### src/hdl/cebj_pkg.sv
// Shared types and constants for the backoff delay generator
package cebj_pkg;

  localparam int unsigned GfW    = 16;
  localparam int unsigned DelayW = 32;
  localparam int unsigned LimitW = 17;
  localparam int unsigned JitW   = 17;
  localparam int unsigned PowW   = 48;
  localparam int unsigned HalfW  = 24;
  localparam int unsigned ProdW  = 56;
  localparam int unsigned AccW   = 66;
  localparam int unsigned CfgIdxW = 2;

  localparam logic [CfgIdxW-1:0] CFG_GROWTH = 2'd0;
  localparam logic [CfgIdxW-1:0] CFG_MAX    = 2'd1;
  localparam logic [CfgIdxW-1:0] CFG_LIMIT  = 2'd2;

  localparam logic [GfW-1:0]    GrowthRst = 16'd8192;
  localparam logic [DelayW-1:0] MaxRst    = 32'd1000000;
  localparam logic [LimitW-1:0] LimitRst  = 17'd20;
  localparam logic [PowW-1:0]   PowerOne  = 48'd65536;
  localparam logic [PowW-1:0]   PowerMax  = {PowW{1'b1}};

  localparam logic [31:0] RndAdv = 32'd2048;
  localparam logic [31:0] RndDly = 32'd0;
  localparam logic [31:0] RndJit = 32'h8000_0000;

  // Control word for the shared multiply-accumulate unit
  typedef struct packed {
    logic mul_en;    // register a product
    logic b_hi;      // take the upper half of operand b
    logic acc_load;  // acc = rnd + product
    logic acc_add;   // acc = acc + (product << 24)
  } cebj_cmd_t;

endpackage

### src/hdl/cebj_mac.sv
// Shared multiply-accumulate unit: 32x24 multiplier, product register, 66-bit accumulator
module cebj_mac
  import cebj_pkg::*;
(
  input  logic              clk_i,
  input  logic              rst_ni,
  input  cebj_cmd_t         cmd_i,
  input  logic [31:0]       a_i,
  input  logic [PowW-1:0]   b_i,
  input  logic [31:0]       rnd_i,
  output logic [AccW-1:0]   acc_o,
  output logic              prod_hi_nz_o
);

  logic [ProdW-1:0] prod_q, prod_d;
  logic [AccW-1:0]  acc_q, acc_d;
  logic [HalfW-1:0] b_half;

  assign b_half = cmd_i.b_hi ? b_i[PowW-1:HalfW] : b_i[HalfW-1:0];

  always_comb begin
    prod_d = prod_q;
    acc_d  = acc_q;
    if (cmd_i.mul_en) begin
      prod_d = a_i * b_half;
    end
    if (cmd_i.acc_load) begin
      acc_d = {34'd0, rnd_i} + {{(AccW-ProdW){1'b0}}, prod_q};
    end else if (cmd_i.acc_add) begin
      acc_d = acc_q + {prod_q[AccW-HalfW-1:0], {HalfW{1'b0}}};
    end
  end

  always_ff @(posedge clk_i or negedge rst_ni) begin
    if (!rst_ni) begin
      prod_q <= '0;
      acc_q  <= '0;
    end else begin
      prod_q <= prod_d;
      acc_q  <= acc_d;
    end
  end

  assign acc_o        = acc_q;
  assign prod_hi_nz_o = |prod_q[ProdW-1:HalfW];

endmodule

### src/hdl/capped_exponential_backoff_jitter.sv
// Sequence: an accepted next beat runs the power update when the attempt advances, then base
// scaling and jitter scaling, before its delay beat; a skip runs only the power update, or nothing.
// One item at a time: the single shared 32x24 multiplier runs each of the three split products
// (power update, base scaling, jitter scaling) through the states MUL_LO, MUL_HI, ACC_HI, FINISH.
// Reset: configuration registers return to their defaults, attempt count to 0 and growth power to 1.0.
module capped_exponential_backoff_jitter
  import cebj_pkg::*;
(
  input  logic               clk_i,
  input  logic               rst_ni,
  input  logic               cfg_we_i,
  input  logic [CfgIdxW-1:0] cfg_idx_i,
  input  logic [DelayW-1:0]  cfg_wdata_i,
  input  logic               in_valid_i,
  output logic               in_ready_o,
  input  logic               op_i,
  input  logic [DelayW-1:0]  base_delay_us_i,
  input  logic [JitW-1:0]    jitter_i,
  output logic               out_valid_o,
  input  logic               out_ready_i,
  output logic [DelayW-1:0]  delay_us_o
);

  typedef enum logic [2:0] {
    ST_IDLE, ST_MUL_LO, ST_MUL_HI, ST_ACC_HI, ST_FINISH
  } state_e;

  typedef enum logic [1:0] {
    JOB_ADV, JOB_DLY, JOB_JIT
  } job_e;

  state_e state_q, state_d;
  job_e   job_q, job_d;

  logic [GfW-1:0]    gf_q, gf_d;
  logic [DelayW-1:0] max_q, max_d;
  logic [LimitW-1:0] limit_q, limit_d;
  logic [LimitW-1:0] count_q, count_d;
  logic [PowW-1:0]   power_q, power_d;
  logic              op_q, op_d;
  logic [DelayW-1:0] base_q, base_d;
  logic [JitW-1:0]   jit_q, jit_d;
  logic [PowW-1:0]   m_q, m_d;
  logic              hi_nz_q, hi_nz_d;
  logic              out_valid_q, out_valid_d;
  logic [DelayW-1:0] delay_q, delay_d;

  cebj_cmd_t         cmd;
  logic [31:0]       mac_a;
  logic [PowW-1:0]   mac_b;
  logic [31:0]       mac_rnd;
  logic [AccW-1:0]   acc;
  logic              prod_hi_nz;
  logic [PowW-1:0]   cap;
  logic              in_fire;

  assign cap     = {max_q, 16'd0};
  assign in_fire = in_valid_i && (state_q == ST_IDLE);

  always_comb begin
    case (job_q)
      JOB_ADV: begin
        mac_a   = {16'd0, gf_q};
        mac_b   = power_q;
        mac_rnd = RndAdv;
      end
      JOB_DLY: begin
        mac_a   = base_q;
        mac_b   = power_q;
        mac_rnd = RndDly;
      end
      JOB_JIT: begin
        mac_a   = {15'd0, jit_q};
        mac_b   = m_q;
        mac_rnd = RndJit;
      end
      default: begin
        mac_a   = '0;
        mac_b   = '0;
        mac_rnd = '0;
      end
    endcase
  end

  cebj_mac u_mac (
    .clk_i        (clk_i),
    .rst_ni       (rst_ni),
    .cmd_i        (cmd),
    .a_i          (mac_a),
    .b_i          (mac_b),
    .rnd_i        (mac_rnd),
    .acc_o        (acc),
    .prod_hi_nz_o (prod_hi_nz)
  );

  always_comb begin
    state_d     = state_q;
    job_d       = job_q;
    gf_d        = gf_q;
    max_d       = max_q;
    limit_d     = limit_q;
    count_d     = count_q;
    power_d     = power_q;
    op_d        = op_q;
    base_d      = base_q;
    jit_d       = jit_q;
    m_d         = m_q;
    hi_nz_d     = hi_nz_q;
    out_valid_d = out_valid_q && !out_ready_i;
    delay_d     = delay_q;
    cmd         = '0;

    if (cfg_we_i) begin
      case (cfg_idx_i)
        CFG_GROWTH: gf_d    = cfg_wdata_i[GfW-1:0];
        CFG_MAX:    max_d   = cfg_wdata_i;
        CFG_LIMIT:  limit_d = cfg_wdata_i[LimitW-1:0];
        default:    ;
      endcase
    end

    case (state_q)
      ST_IDLE: begin
        if (in_fire) begin
          op_d   = op_i;
          base_d = base_delay_us_i;
          jit_d  = jitter_i;
          if (count_q < limit_q) begin
            job_d   = JOB_ADV;
            state_d = ST_MUL_LO;
          end else if (!op_i) begin
            job_d   = JOB_DLY;
            state_d = ST_MUL_LO;
          end
        end
      end
      ST_MUL_LO: begin
        cmd.mul_en = 1'b1;
        state_d    = ST_MUL_HI;
      end
      ST_MUL_HI: begin
        cmd.mul_en   = 1'b1;
        cmd.b_hi     = 1'b1;
        cmd.acc_load = 1'b1;
        state_d      = ST_ACC_HI;
      end
      ST_ACC_HI: begin
        cmd.acc_add = 1'b1;
        hi_nz_d     = prod_hi_nz;
        state_d     = ST_FINISH;
      end
      ST_FINISH: begin
        case (job_q)
          JOB_ADV: begin
            power_d = (acc[AccW-1:60] != '0) ? PowerMax : acc[59:12];
            count_d = count_q + 1'b1;
            if (op_q) begin
              state_d = ST_IDLE;
            end else begin
              job_d   = JOB_DLY;
              state_d = ST_MUL_LO;
            end
          end
          JOB_DLY: begin
            // clamp to max; a nonzero upper product already exceeds any cap
            if (hi_nz_q || (acc[AccW-1:PowW] != '0) || (acc[PowW-1:0] >= cap)) begin
              m_d = cap;
            end else begin
              m_d = acc[PowW-1:0];
            end
            job_d   = JOB_JIT;
            state_d = ST_MUL_LO;
          end
          JOB_JIT: begin
            // hold until the output register is free
            if (!out_valid_q || out_ready_i) begin
              out_valid_d = 1'b1;
              delay_d     = (acc[AccW-1:64] != '0) ? {DelayW{1'b1}} : acc[63:32];
              state_d     = ST_IDLE;
            end
          end
          default: state_d = ST_IDLE;
        endcase
      end
      default: state_d = ST_IDLE;
    endcase
  end

  always_ff @(posedge clk_i or negedge rst_ni) begin
    if (!rst_ni) begin
      state_q     <= ST_IDLE;
      job_q       <= JOB_ADV;
      gf_q        <= GrowthRst;
      max_q       <= MaxRst;
      limit_q     <= LimitRst;
      count_q     <= '0;
      power_q     <= PowerOne;
      out_valid_q <= 1'b0;
    end else begin
      state_q     <= state_d;
      job_q       <= job_d;
      gf_q        <= gf_d;
      max_q       <= max_d;
      limit_q     <= limit_d;
      count_q     <= count_d;
      power_q     <= power_d;
      out_valid_q <= out_valid_d;
    end
  end

  always_ff @(posedge clk_i) begin
    op_q    <= op_d;
    base_q  <= base_d;
    jit_q   <= jit_d;
    m_q     <= m_d;
    hi_nz_q <= hi_nz_d;
    delay_q <= delay_d;
  end

  assign in_ready_o  = (state_q == ST_IDLE);
  assign out_valid_o = out_valid_q;
  assign delay_us_o  = delay_q;

endmodule

### config.mk
export PLATFORM = sky130hd
export DESIGN_NAME = capped_exponential_backoff_jitter
export DESIGN_NICKNAME = d
export VERILOG_FILES = /design/src/hdl/cebj_pkg.sv /design/src/hdl/cebj_mac.sv /design/src/hdl/capped_exponential_backoff_jitter.sv
export SDC_FILE = /design/constraint.sdc
export NUM_CORES = 2
export LEC_CHECK = 0
export BUFFER_PORTS_ARGS = -buffer_cell sky130_fd_sc_hd__buf_2
export CAP_MARGIN = 15
export CORE_UTILIZATION = 40
export CTS_CLUSTER_SIZE = 20
export DETAILED_ROUTE_END_ITERATION = 12
export HOLD_SLACK_MARGIN = 0.12
export SLEW_MARGIN = 20
export SYNTH_ARGS = -nofsm -noshare
export SYNTH_HDL_FRONTEND = slang
export SYNTH_SLANG_ARGS = --single-unit
export TNS_END_PERCENT = 10
### constraint.sdc
create_clock -name clk_i -period 8.5 [get_ports clk_i]
set_input_delay 2.55 -clock clk_i [delete_from_list [all_inputs] [get_ports clk_i]]
set_output_delay 2.55 -clock clk_i [all_outputs]
set_load 0.005 [all_outputs]
==> flow_summary.json <==
{
  "synth_area_leader_cell": "fa_1",
  "syn_area_mm2": 0.04395,
  "ys_seq_area_share_pct": 23.67,
  "cts_sinks": 389,
  "grt_pass1_vias": 35180,
  "yosysWarnings": 0,
  "final_nets": 5917,
  "dp_hpwl_um": 115200,
  "critPathSlowestCell": "fa_1",
  "timing.slew.headroom_pct": 30.56,
  "synth_area_per_cell_um2": 9.347,
  "num_rows": 121,
  "vias": 34490,
  "cts_tree": "built",
  "synth_cell_types": 75,
  "dr.first_iter.drc_count": 2997,
  "cp_max_fo": 16,
  "numCtsBuffers": 40,
  "drt_first_pass_iters": 5,
  "start_util_pct": 40.38,
  "syn_nets": 5725,
  "synth_flop_cell": "dfrtp_1",
  "fin_crit_sh_pct": 96.22,
  "rsz0062_at_grt": "no",
  "setup_viol": 0,
  "crit_type": "flop to flop",
  "final.fill_count": 10430,
  "hp-class": "flop to flop",
  "holdBufCountCts": 0,
  "die_area_mm2": 0.1112,
  "cpPeakStageDelay_ns": 0.55,
  "clk_pin_slew_ns": 0.07,
  "drv_cap": 0,
  "fin_crit_ns": 8.179,
  "cts_root_buf": "clkbuf_16",
  "fp.dieH_um": 333.5,
  "endpoint_kind": "flop",
  "cts_buffer_depth": 3,
  "crit_required_ns": 8.92,
  "cts.htree.levels": 2,
  "coreArea_mm2": 0.1089,
  "wire_per_inst_um": 22.43,
  "post-synth-top-area-fraction_pct": 30.02,
  "diodes": 0,
  "ff2ff_path_depth": 30,
  "hold_viol_final": 0,
  "drc": 0,
  "finalSetupTns_ns": 0,
  "grt_usage_pct": 25.85,
  "max_freq_ghz": 0.1223,
  "synth_edf_count": 131,
  "io_buffers": 122,
  "ant_nets": 0,
  "status": "complete, no violations",
  "grt_max_degree": 174,
  "io_pins": 123,
  "grt_pass1_wl_um": 217100,
  "clock_latency_ns": 0.60,
  "antenna_found_initial": 1,
  "async_flop_share_pct": 66.32,
  "hold_path_depth": 1,
  "die_x_um": 333.5,
  "wl_um": 142200,
  "worstPathArrival_ns": 8.60,
  "finalClockSkew_ns": 0.03317,
  "via_per_inst": 5.442,
  "layout-drive-gt1-share_pct": 12.69,
  "yosys-top-cells-area": "fa_1 30%, dfrtp_1 14%, edfxtp_1 9.0%",
  "ys_seq_elements": 389,
  "crit_top_cell": "fa_1",
  "finalMaxSlewViolations": 0,
  "synthCells": 4702,
  "grt_overflow": 0,
  "area.growth.synth_to_final_pct": 12.63,
  "worstMarginPinSlew_ns": 1.042,
  "place_congestion": 0.9489,
  "critPathLaunchType": "flop"
}
[cells in the final DEF (no fill, tap or decap), types with 11 or more instances in the layout]
master	Yosys	routed
buf_4	0	214
xnor2_1	74	74
and3_1	37	32
o21ai_1	23	24
a21o_1	110	108
ha_1	275	275
dfstp_2	11	11
clkbuf_16	0	44
a22oi_1	17	16
a221oi_1	19	12
buf_2	3	121
nor2b_1	30	30
nor3_1	19	19
nor2_1	426	421
o21bai_1	17	17
mux2i_1	20	20
nand3_1	44	44
a31oi_1	19	18
o21ai_0	156	153
fa_1	659	659
and2_1	43	41
or3_1	42	42
mux2_2	96	96
edfxtp_1	131	131
o22a_1	47	47
a21oi_1	164	156
nor4_1	15	15
inv_1	804	802
dfrtp_1	247	244
xor2_1	64	64
buf_12	0	43
nand4_1	32	32
nand2_1	659	658
nand2b_1	24	21
o21a_1	22	21
[what timing repair did]
item | in CTS | in global routing
buffers inserted | 0 | 5
endpoints found under the setup margin | 0 | 14
resized for setup | 0 | 25
[critical path, delay by kind of cell (launching register included)]
kind | cells | cell delay, ns
DFF | 1 | 0.42
AOI/OAI and AO/OA | 9 | 2.07
adders and majority gates | 8 | 3.84
and+or+nand+nor | 2 | 0.30
xor gates and xnor gates | 1 | 0.17
buffers and inverters | 10 | 1.21
[layout make-up]
class	instances	area, um2	area share [%]
clock inverter	19	176.4	0.3564
multi-input combinational	3274	29810	60.22
inverter	805	3029	6.119
sequential	389	10410	21.02
clock buffer	53	1125	2.272
timing repair buffer	384	3186	6.435
tap	1414	1769	3.574
[worst paths after layout]
kind | start | endpoint | slack [ns]
worst min register to register | count_q[16] | count_q[16] | 0.49
worst min-delay path | count_q[16] | count_q[16] | 0.49
worst max register to register | job_q[1] | u_mac.prod_q[51] | 0.32
min in group asynchronous | rst_ni | u_mac.acc_o[65] | 1.98
worst max-delay path | job_q[1] | u_mac.prod_q[51] | 0.32
max in group asynchronous | rst_ni | count_q[7] | 5.09
[per-layer routing]
metal,vias up,part of all wire [%],track usage [%]
li1,15320,-,-
met1,17560,43,36.37
met3,276,8.0,4.186
met2,1338,44,39.59
met5,-,0,0
met4,0,4.6,10.62
[cells in the mapped netlist (47+ instances only)]
cell	number
o22a_1	47
dfrtp_1	247
a21o_1	110
edfxtp_1	131
o21ai_0	156
a21oi_1	164
inv_1	804
xor2_1	64
mux2_2	96
xnor2_1	74
ha_1	275
nor2_1	426
fa_1	659
clkbuf_1	207
nand2_1	659
[flip-flops by register name, indices dropped and copies added (netlist names), 16 cells and up]
name,count
u_mac.prod_q,56
base_q,32
max_q,32
jit_q,17
count_q,17
m_q,48
delay_us_o,32
power_q,48
limit_q,17
u_mac.acc_o,66
gf_q,16
[through the flow]
step	util (%)	std cells	setup slack, ns	hold WS (ns)	instance area [um2]
final	45.48	6338	0.3210	0.4883	49500
after global routing	45.48	6338	0.002267	0.5100	49500
after CTS	45.27	6330	0.2332	0.4937	49280
after detailed placement	44.07	6258	0.3011	0.4738	47980
after global placement	44.07	6258	0.3513	0.4816	47970
after floorplan	-	4702	0.2868	0.4493	43950
[kinds of logic (layout without fill, tap and decap cells)]
family / Yosys count / count (layout) / synth area share (%)
AND/OR/NAND/NOR: 1405 / 1405 / 13.80
adder cells (fa/ha/maj): 934 / 934 / 37.85
AO/OA/AOI/OAI: 678 / 678 / 10.00
buffers and inverters: 1039 / 1261 / 8.916
multiplexers: 119 / 119 / 3.018
XOR/XNOR: 138 / 138 / 2.750
flip-flops: 389 / 389 / 23.67
Power is not shown: default switching activity piles up to over one toggle a cycle in this logic, so the estimate is an artifact.
